File: src/design/debounced_button_timed_light_macros.svh
// Assertion macros used by the staircase light timer top-level design file.
// DBTL_ASSERT expects clk and arst_n in scope at the point of use, DBTL_ASSERT_ALWAYS only clk.
`ifndef DEBOUNCED_BUTTON_TIMED_LIGHT_MACROS_SVH
`define DEBOUNCED_BUTTON_TIMED_LIGHT_MACROS_SVH

// Check a property on every clock edge outside reset
`define DBTL_ASSERT(label, prop, msg) \
	label: assert property (@(posedge clk) disable iff (!arst_n) prop) else $error(msg);

// Check a property on every clock edge, reset included
`define DBTL_ASSERT_ALWAYS(label, prop, msg) \
	label: assert property (@(posedge clk) prop) else $error(msg);

`endif

File: src/design/dbtl_pkg.sv
// Shared types and constants for the debounced button timed light.
// No dependencies.
package dbtl_pkg;

	// threshold register width
	localparam int REG_W = 26;

	// configuration register indexes
	localparam int CFG_IDX_W = 2;
	localparam logic [CFG_IDX_W-1:0] CFG_DEBOUNCE   = 2'd0;
	localparam logic [CFG_IDX_W-1:0] CFG_LONG_PRESS = 2'd1;
	localparam logic [CFG_IDX_W-1:0] CFG_TIMEOUT    = 2'd2;

	// register reset values
	localparam logic [REG_W-1:0] DEBOUNCE_RST   = 26'd50000;
	localparam logic [REG_W-1:0] LONG_PRESS_RST = 26'd2000000;
	localparam logic [REG_W-1:0] TIMEOUT_RST    = 26'd30000000;

	// event codes
	localparam int EV_W = 3;
	localparam logic [EV_W-1:0] EV_NONE    = 3'd0;
	localparam logic [EV_W-1:0] EV_ON      = 3'd1;
	localparam logic [EV_W-1:0] EV_RESTART = 3'd2;
	localparam logic [EV_W-1:0] EV_LONG    = 3'd3;
	localparam logic [EV_W-1:0] EV_TIMEOUT = 3'd4;

	// debouncer outcome for the current item
	typedef struct packed {
		logic level;        // debounced level after this item, 0 pressed
		logic press_acc;    // press accepted on this item
		logic release_acc;  // release accepted on this item
	} deb_t;

endpackage

File: src/design/debounced_button_timed_light.sv
// An accepted item passes through the input stage and then the result stage.
// Throughput: one item per cycle; both stages advance together whenever the result
// register is empty or being taken, so the stall path is the output ready alone.
// Reset: counters and light clear, button level reads released, stable count saturated,
// thresholds return to 50000, 2000000 and 30000000 ticks; no item is held after reset.
`include "debounced_button_timed_light_macros.svh"

module debounced_button_timed_light #(
	parameter int COUNT_BITS = 26
) (
	input  logic                           clk,
	input  logic                           arst_n,
	input  logic                           in_valid,
	output logic                           in_ready,
	input  logic                           raw_button,
	output logic                           out_valid,
	input  logic                           out_ready,
	output logic                           light_on,
	output logic                           button_level,
	output logic [dbtl_pkg::EV_W-1:0]      event_code,
	input  logic                           cfg_valid,
	output logic                           cfg_ready,
	input  logic [dbtl_pkg::CFG_IDX_W-1:0] cfg_index,
	input  logic [dbtl_pkg::REG_W-1:0]     cfg_data
);
	import dbtl_pkg::*;

	logic [REG_W-1:0] debounce_q;
	logic [REG_W-1:0] long_press_q;
	logic [REG_W-1:0] timeout_q;

	logic             valid_s1;
	logic             raw_s1;
	logic             out_valid_q;
	logic             light_on_q;
	logic             level_q;
	logic [EV_W-1:0]  event_q;

	logic             adv;
	deb_t             deb;
	logic             light_next;
	logic [EV_W-1:0]  ev_next;

	// configuration writes land at once
	assign cfg_ready = 1'b1;

	always_ff @(posedge clk or negedge arst_n) begin
		if (!arst_n) begin
			debounce_q   <= DEBOUNCE_RST;
			long_press_q <= LONG_PRESS_RST;
			timeout_q    <= TIMEOUT_RST;
		end else if (cfg_valid && cfg_ready) begin
			unique case (cfg_index)
				CFG_DEBOUNCE:   debounce_q   <= cfg_data;
				CFG_LONG_PRESS: long_press_q <= cfg_data;
				CFG_TIMEOUT:    timeout_q    <= cfg_data;
				default: begin
				end
			endcase
		end
	end

	// move the staged item into the result register when it has room
	assign adv      = valid_s1 && (!out_valid_q || out_ready);
	assign in_ready = !valid_s1 || adv;

	// input stage
	always_ff @(posedge clk or negedge arst_n) begin
		if (!arst_n) begin
			valid_s1 <= 1'b0;
		end else if (in_ready) begin
			valid_s1 <= in_valid;
		end
	end

	always_ff @(posedge clk) begin
		if (in_valid && in_ready) begin
			raw_s1 <= raw_button;
		end
	end

	dbtl_debounce #(
		.COUNT_BITS(COUNT_BITS)
	) u_debounce (
		.clk            (clk),
		.arst_n         (arst_n),
		.adv            (adv),
		.raw            (raw_s1),
		.debounce_ticks (debounce_q),
		.deb            (deb)
	);

	dbtl_light #(
		.COUNT_BITS(COUNT_BITS)
	) u_light (
		.clk              (clk),
		.arst_n           (arst_n),
		.adv              (adv),
		.deb              (deb),
		.long_press_ticks (long_press_q),
		.timeout_ticks    (timeout_q),
		.light_next       (light_next),
		.ev_next          (ev_next)
	);

	// result register
	always_ff @(posedge clk or negedge arst_n) begin
		if (!arst_n) begin
			out_valid_q <= 1'b0;
		end else if (adv) begin
			out_valid_q <= 1'b1;
		end else if (out_ready) begin
			out_valid_q <= 1'b0;
		end
	end

	always_ff @(posedge clk) begin
		if (adv) begin
			light_on_q <= light_next;
			level_q    <= deb.level;
			event_q    <= ev_next;
		end
	end

	assign out_valid    = out_valid_q;
	assign light_on     = light_on_q;
	assign button_level = level_q;
	assign event_code   = event_q;

	// a result never carries an unused event code
	`DBTL_ASSERT(a_ev_range, out_valid_q |-> (event_q <= EV_TIMEOUT), "event code out of range")
	// switch-on and restart leave the light lit after a release
	`DBTL_ASSERT(a_on_lit, out_valid_q && (event_q == EV_ON || event_q == EV_RESTART) |-> light_on_q && level_q, "on event without lit light")
	// both off events leave the light dark; long press only while pressed
	`DBTL_ASSERT(a_off_dark, out_valid_q && (event_q == EV_LONG || event_q == EV_TIMEOUT) |-> !light_on_q, "off event with lit light")
	`DBTL_ASSERT(a_long_pressed, out_valid_q && (event_q == EV_LONG) |-> !level_q, "long press while released")
	// a staged item that cannot move stays staged
	`DBTL_ASSERT_ALWAYS(a_stage_hold, arst_n && valid_s1 && !adv |=> !arst_n || valid_s1, "staged item lost")

endmodule

File: src/design/dbtl_debounce.sv
// Debouncer for the raw active-low button sample.
// Depends on dbtl_pkg.
module dbtl_debounce #(
	parameter int COUNT_BITS = 26
) (
	input  logic                      clk,
	input  logic                      arst_n,
	input  logic                      adv,
	input  logic                      raw,
	input  logic [dbtl_pkg::REG_W-1:0] debounce_ticks,
	output dbtl_pkg::deb_t            deb
);
	import dbtl_pkg::*;

	localparam int CmpW = (COUNT_BITS > REG_W) ? COUNT_BITS : REG_W;

	logic                  prev_raw_q;
	logic                  level_q;
	logic [COUNT_BITS-1:0] stable_q;
	logic [COUNT_BITS-1:0] stable_next;
	logic                  take;

	// restart the stable count on a raw change, else saturate upward
	always_comb begin
		if (raw != prev_raw_q) begin
			stable_next = '0;
		end else if (stable_q == {COUNT_BITS{1'b1}}) begin
			stable_next = stable_q;
		end else begin
			stable_next = stable_q + 1'b1;
		end
	end

	// accept a new level once stable for more than the debounce count
	assign take = (CmpW'(stable_next) > CmpW'(debounce_ticks)) && (raw != level_q);

	assign deb.level       = take ? raw : level_q;
	assign deb.press_acc   = take && !raw;
	assign deb.release_acc = take && raw;

	// advance the debounce state once per item
	always_ff @(posedge clk or negedge arst_n) begin
		if (!arst_n) begin
			prev_raw_q <= 1'b1;
			level_q    <= 1'b1;
			stable_q   <= {COUNT_BITS{1'b1}};
		end else if (adv) begin
			prev_raw_q <= raw;
			level_q    <= deb.level;
			stable_q   <= stable_next;
		end
	end

endmodule

File: src/design/dbtl_light.sv
// Light controller: switch-on, restart, long-press off and timeout off.
// Depends on dbtl_pkg.
module dbtl_light #(
	parameter int COUNT_BITS = 26
) (
	input  logic                       clk,
	input  logic                       arst_n,
	input  logic                       adv,
	input  dbtl_pkg::deb_t             deb,
	input  logic [dbtl_pkg::REG_W-1:0] long_press_ticks,
	input  logic [dbtl_pkg::REG_W-1:0] timeout_ticks,
	output logic                       light_next,
	output logic [dbtl_pkg::EV_W-1:0]  ev_next
);
	import dbtl_pkg::*;

	localparam int CmpW = (COUNT_BITS > REG_W) ? COUNT_BITS : REG_W;

	logic                  light_q;
	logic                  lpd_q;
	logic [COUNT_BITS-1:0] held_q;
	logic [COUNT_BITS-1:0] lit_q;

	logic                  lpd_next;
	logic [COUNT_BITS-1:0] held_next;
	logic [COUNT_BITS-1:0] lit_next;
	logic                  restarted;

	// work through debounce, long press and timeout in that order
	always_comb begin
		ev_next    = EV_NONE;
		light_next = light_q;
		lpd_next   = lpd_q;
		held_next  = held_q;
		lit_next   = lit_q;
		restarted  = 1'b0;

		if (deb.press_acc) begin
			held_next = '0;
			lpd_next  = 1'b0;
		end
		if (deb.release_acc && !lpd_q) begin
			ev_next    = light_q ? EV_RESTART : EV_ON;
			light_next = 1'b1;
			lit_next   = '0;
			restarted  = 1'b1;
		end

		// saturating hold and lit counters
		if (!deb.level && !deb.press_acc && (held_q != {COUNT_BITS{1'b1}})) begin
			held_next = held_q + 1'b1;
		end
		if (light_next && !restarted && (lit_q != {COUNT_BITS{1'b1}})) begin
			lit_next = lit_q + 1'b1;
		end

		if (!deb.level && !lpd_next && (CmpW'(held_next) >= CmpW'(long_press_ticks))) begin
			light_next = 1'b0;
			lpd_next   = 1'b1;
			ev_next    = EV_LONG;
		end
		if (light_next && (CmpW'(lit_next) >= CmpW'(timeout_ticks))) begin
			light_next = 1'b0;
			ev_next    = EV_TIMEOUT;
		end
	end

	// advance the light state once per item
	always_ff @(posedge clk or negedge arst_n) begin
		if (!arst_n) begin
			light_q <= 1'b0;
			lpd_q   <= 1'b0;
			held_q  <= '0;
			lit_q   <= '0;
		end else if (adv) begin
			light_q <= light_next;
			lpd_q   <= lpd_next;
			held_q  <= held_next;
			lit_q   <= lit_next;
		end
	end

endmodule
File: config.mk
export PLATFORM = sky130hd
export DESIGN_NAME = debounced_button_timed_light
export DESIGN_NICKNAME = d
export VERILOG_FILES = /design/src/design/dbtl_pkg.sv /design/src/design/debounced_button_timed_light.sv /design/src/design/dbtl_debounce.sv /design/src/design/dbtl_light.sv
export VERILOG_INCLUDE_DIRS = /design/src /design/src/design
export SDC_FILE = /design/constraint.sdc
export NUM_CORES = 1
export LEC_CHECK = 0
export CAP_MARGIN = 20
export CORE_AREA = 2 2 153 155
export DETAILED_ROUTE_END_ITERATION = 8
export DIE_AREA = 0 0 155 157
export DONT_BUFFER_PORTS = 1
export SLEW_MARGIN = 20
export SYNTH_ARGS = -nofsm -noshare
export SYNTH_HDL_FRONTEND = slang
export SYNTH_HIERARCHICAL = 1
export SYNTH_SLANG_ARGS = --single-unit
File: constraint.sdc
create_clock -name clk -period 9.02 [get_ports clk]
set_input_delay 0.451 -clock clk [delete_from_list [all_inputs] [get_ports clk]]
set_output_delay 0.451 -clock clk [all_outputs]
set_load 0.02 [all_outputs]
==> impl_metrics.csv, run 1 <==
group,metric,value,unit
yosys,synthArstFlopShare,96.4,%
placement,place.gp.congestion,0.876,
layout,fill_cells,2029,
global_routing,antenna_found_initial,2,
floorplanning,boundaryPins,42,
global_routing,grt_pass1_wl,44.7,mm
yosys,synth_commonest_cells,"dfrtp_1 (111), nand2_1 (111), inv_1 (88)",
floorplanning,start_util,49.4,%
timing,hold_viol,23,
floorplanning,placementRows,55,
timing,setup_violations,0,
clock_network,clock_path_buffers,2,
worst_setup_path,worstSetupPathType,"reg -> reg",
clock_network,numCtsBuffers,17,
drt,wire_per_inst,18.8,um
clock_network,cts-htree-levels,4,
timing,drv_slew,0,
drt,vias_per_cell,5.98,
timing,period_share,89.1,%
power_and_ir_drop,p_per_area,192,nW/um2
worst_setup_path,required,9.16,ns
drt,ant_nets,0,
clock_network,insertion_delay,0.44,ns
global_routing,grt_pass1_vias,8269,
yosys,synth_top_area_share,25.0,%
clock_network,clock-root-buffer,"clkbuf_16",
floorplanning,coreArea,22500,um2
timing,rsz0062_at_grt,"no",
flow_run,max-cap-violations,0,
yosys,synth_edf_count,6,
yosys,syn_nets,1298,
yosys,synthDominantAreaCellType,"dfrtp_1",
yosys,synth-seq-cells,168,
min_path,hold_path_class,"in -> async",
yosys,synth_ff_type,"dfrtp_1",
clock_network,postCtsHoldBufs,1,
worst_setup_path,crit_family,"simple AND/OR/NAND/NOR gates",
power_and_ir_drop,max-vdd-ir-drop,0.126,mV
layout,layout-drive-gt1-share,17.5,%
drt,dr.pass1.iters,5,
worst_setup_path,worstPathArrival,8.18,ns
worst_setup_path,crit_buf_inv,0,
timing,hold_slack,-0.0794,ns
global_routing,grt_max_degree,163,
timing,final.setup_skew,0.0117,ns
clock_network,post_cts_resized,0,
placement,hpwl,19.7,mm
yosys,yosysWarnings,6,
timing,worst_pin_slew,0.961,ns
worst_setup_path,crit_path_max_fanout,27,
floorplanning,fp.dieH,157,um
floorplanning,die_area,24300,um2
worst_setup_path,crit_cells,26,
worst_setup_path,critPathMaxStageDelay,0.63,ns
drt,route.detailed.drc,0,
clock_network,clk_pin_slew,0.08,ns
worst_setup_path,slowest_stage,"a311oi_1",
yosys,ys_types,86,
worst_setup_path,cp-end-kind,"register",
timing,slew_headroom,35.9,%
drt,vias,8715,
yosys,seq_area_frac_synth,38.6,%
yosys,syn_area,11100,um2
timing,min_period,8.03,ns
layout,utilization,52.9,%
worst_setup_path,start_kind,"register",
outcome,status,"finished, violations left",
placement,port_buffers,0,
worst_setup_path,cpMostUsedCell,"nand3_1",
yosys,synthCells,1183,
clock_network,clock-sinks,168,
clock_network,cts_tree,"yes",
worst_setup_path,reg2reg_depth,26,
timing,fmax,0.124,GHz
global_routing,grtUsageTotal,23.4,%
layout,finish.net_count,1273,
clock_network,postCtsSetupRepairBufs,0,
power_and_ir_drop,p_leak,5.22,nW
floorplanning,die_w,155,um
yosys,syn_area_per_cell,9.41,um2
outcome,failed_checks,"negative hold slack",
drt,wl,27.4,mm
drt,drtIter0Drc,540,
timing,finalSetupTns,0,ns
yosys,synth_area_leaders,"dfrtp_1 (25%), dfstp_2 (12%), ha_1 (9.1%)",
global_routing,grt_remaining_overflow,0,
layout,area_growth,7.02,%
==> power by group <==
part / total [mW] / switching, mW / internal (mW) / leakage [nW]
Combinational: 0.531 / 0.302 / 0.229 / 2.96
Sequential: 1.02 / 0.118 / 0.899 / 1.96
Clock: 0.743 / 0.368 / 0.375 / 0.294
==> flip-flops by register name, summed over array words and instances, names as in the netlist, 3 cells and up <==
signal	cells
debounce_q	26
long_press_q	26
timeout_q	26
u_debounce/stable_q	26
u_light/held_q	26
u_light/lit_q	26
event_code	3
==> stage by stage <==
stage | setup slack [ns] | std cells | hold slack, ns | total power, mW | cell area, um2
6_report | 0.987 | 1457 | -0.0794 | 2.29 | 11900
5_1_grt | 0.335 | 1457 | 0.0517 | 2.43 | 11900
4_1_cts | 0.988 | 1456 | 0.0808 | 2.31 | 11900
3_5_place_dp | 0.995 | 1423 | 0.163 | 1.54 | 11300
3_3_place_gp | 1.24 | 1423 | 0.163 | 1.53 | 11300
2_1_floorplan | 2.59 | 1183 | 0.155 | 1.39 | 11100
==> placed cells by master (no fill, tap or decap), drive strengths merged, types with 19 or more instances in the layout <==
cell	n
nand4	34
ha	81
a31oi	30
nand2	112
mux2	87
o31ai	33
nand3	72
nor2	60
o21ai	93
and3	20
and4	19
dfstp	51
dfrtp	111
a21oi	50
inv	95
==> layout make-up <==
class	count	area (um2)	share of cell area (%)
multi-input combinational	871	6210	52.2
sequential	168	4300	36.1
clock buffer	17	425	3.57
tap	285	357	2.99
inverter	89	334	2.81
clock inverter	15	178	1.49
timing repair buffer	11	103	0.862
antenna	1	2.50	0.0210
==> kinds of logic after synthesis <==
family / count (synthesis) / share of synthesized area [%]
AO/OA/AOI/OAI: 276 / 16.0
buffers and inverters: 144 / 5.78
adder cells (fa/ha/maj): 81 / 9.11
flip-flops: 168 / 38.6
AND/OR/NAND/NOR: 390 / 18.7
multiplexers: 99 / 9.88
other: 1 / 0.0337
XOR/XNOR: 24 / 1.89
==> metal layers <==
layer	part of all wire [%]	GRT usage, %
met4	1.6	6.48
met3	4.1	3.77
met5	0	0
met2	47	37.8
met1	47	32.8
==> path summary, 6_finish.rpt <==
| check | from | end | slack, ns |
|---|---|---|---|
| worst max-delay path | u_debounce/stable_q[7] | event_code[1] | 0.99 |
| worst min-delay path | arst_n | u_light/lit_q[6] | -0.08 |
| worst max register to register | u_debounce/stable_q[7] | event_code[1] | 0.99 |
| worst min register to register | valid_s1 | out_valid | 0.49 |
| max in group asynchronous | arst_n | timeout_q[5] | 8.29 |
| min in group clk | raw_button | raw_s1 | 0.10 |
Power figures use the tool's default switching activity.
==> run 2: changes to the inputs <==
- REMOVE_ABC_BUFFERS: not set -> 1
- clock period: 9.02 -> 8.8 ns (I/O delays scaled with it)
==> run 2 against run 1 <==
  * The run still ends with negative hold slack left
  * Worst hold slack gained 0.063 ns
  * Routed wire length shrank 2.1%
  * Flip-flop and latch count is the same
  * Global-route usage shrank 0.40 points
  * Sequential power is essentially flat
  * Power grew 3.0%
  * Fmax grew 3.0%
  * Cell count grew 0.14%
  * Via count shrank 0.86%
  * Clock power grew 5.9%
  * Critical path depth shrank 1
==> impl_metrics.csv, run 2 (synthesized netlist as in run 1, its figures left out) <==
group,metric,value,unit
timing,fin_ws,1.00,ns
floorplanning,start_util,49.4,%
clock_network,clk_pin_slew,0.07,ns
timing,hold_viol,9,
drt,drtIter0Drc,526,
floorplanning,placementRows,55,
drt,vias,8640,
worst_setup_path,worstPathArrival,8.07,ns
timing,hold_slack,-0.0162,ns
outcome,failed_checks,"negative hold slack",
global_routing,grt_pass1_wl,44.0,mm
clock_network,cts_tree,"yes",
timing,min_period,7.80,ns
global_routing,grt_max_degree,163,
clock_network,numCtsBuffers,17,
clock_network,clock_path_buffers,2,
clock_network,clock-root-buffer,"clkbuf_16",
power_and_ir_drop,p_per_area,198,nW/um2
clock_network,clock-sinks,168,
drt,dr.pass1.iters,5,
worst_setup_path,cp-end-kind,"register",
floorplanning,coreArea,22500,um2
worst_setup_path,start_kind,"register",
placement,port_buffers,0,
drt,route.detailed.drc,0,
power_and_ir_drop,total_power,2.36,mW
layout,layout_common_cells,"dfrtp_1 (111), nand2_1 (111), inv_1 (88), o21ai_0 (87), mux2_2 (85)",
timing,fmax,0.128,GHz
drt,wire_per_inst,18.4,um
global_routing,antenna_found_initial,0,
flow_run,max-cap-violations,0,
timing,slew_headroom,27.7,%
worst_setup_path,crit_path_max_fanout,27,
timing,rsz0062_at_grt,"no",
layout,area_growth,7.08,%
layout,finish.net_count,1275,
worst_setup_path,r2r-start,"u_debounce/stable_q[7]",
clock_network,insertion_delay,0.44,ns
power_and_ir_drop,p_leak,5.23,nW
timing,worst_pin_slew,1.08,ns
worst_setup_path,required,9.07,ns
timing,final.setup_skew,0.0163,ns
global_routing,grtUsageTotal,23.0,%
power_and_ir_drop,max-vdd-ir-drop,0.119,mV
min_path,hold_path_class,"in -> async",
placement,place.gp.congestion,0.847,
global_routing,grt_remaining_overflow,0,
global_routing,grt_pass1_vias,8238,
timing,setup_violations,0,
layout,layout-drive-gt1-share,17.6,%
drt,vias_per_cell,5.92,
drt,ant_nets,0,
timing,finalSetupTns,0,ns
clock_network,cts-htree-levels,4,
worst_setup_path,critPathLaunch,"u_debounce/stable_q[7]",
timing,drv_slew,0,
placement,place_worst_setup_slack,1.12,ns
placement,hpwl,19.3,mm
floorplanning,die_area,24300,um2
drt,wl,26.8,mm
timing,period_share,88.6,%
outcome,status,"finished, violations left",
worst_setup_path,worstSetupPathType,"reg -> reg",
floorplanning,boundaryPins,42,
floorplanning,fp.dieH,157,um
clock_network,postCtsSetupRepairBufs,0,
floorplanning,die_w,155,um
[run 2: cell types whose count changed in the layout (fill, tap and decap cells not counted), sizes merged]
cell and change:
clkinvlp +2, clkinv -7, clkbuf +1, bufinv +2
inv +2, buf +2
[run 2: repair_timing]
action                    CTS  global route
resized for setup           0             0
hold endpoints to repair  162             0
hold buffers                1             0
[run 2: power breakdown]
part	total (mW)	switching [mW]	leakage, nW	internal (mW)
clock	0.787	0.354	0.293	0.432
combinational	0.539	0.306	2.97	0.233
sequential	1.04	0.113	1.96	0.922
[run 2: final timing paths]
check,end,slack [ns],cells after the start
worst max-delay path,light_on,1.00,25
worst min-delay path,timeout_q[4],-0.02,1
worst max register to register,light_on,1.00,25
worst min register to register,out_valid,0.48,1
max in group asynchronous,u_light/lit_q[14],8.12,1
min in group clk,raw_s1,0.09,0
[run 2: worst max-delay path, stage by stage (launching register included)]
cell,delay [ns]
dfstp_2,0.58
and4_1,0.27
and2_1,0.37
nand4_4,0.43
nand4_1,0.30
xor2_1,0.20
nor2_1,0.06
ha_1,0.33
nand4_1,0.13
nor3_1,0.20
nand2_1,0.13
or4_1,0.51
nand2_1,0.15
mux2_1,0.46
or2_2,0.35
a211oi_1,0.89
nand3_1,0.24
o21ai_0,0.36
ha_1,0.31
nand4_1,0.11
nor2_1,0.06
and4_1,0.21
o31a_1,0.28
a311oi_1,0.30
buf_4,0.22
nor3b_1,0.17
[run 2: metal layers]
| metal | vias to the layer above | share of wire, % | global-route usage, % |
|---|---|---|---|
| li1 | 4284 | - | - |
| met1 | 4185 | 46 | 31.0 |
| met2 | 145 | 49 | 38.9 |
| met3 | 26 | 3.1 | 3.50 |
| met4 | 0 | 1.8 | 6.35 |
| met5 | - | 0 | 0 |
[run 2: layout make-up]
cell class / instances / area [um2]
fill: 2028 / 10600
antenna: 1 / 2.50
multi-input combinational: 871 / 6200
tap: 285 / 357
sequential: 168 / 4300
inverter: 89 / 334
clock inverter: 14 / 178
timing repair buffer: 13 / 118
clock buffer: 18 / 429
[run 2: per-stage QoR]
step | cell area [um2] | util, % | cells
finish | 11900 | 52.9 | 1459
global placement | 11300 | 50.1 | 1425
floorplan | 10800 | - | 1128
global route | 11900 | 52.9 | 1458
detailed placement | 11300 | 50.1 | 1425
CTS | 11900 | 52.9 | 1458
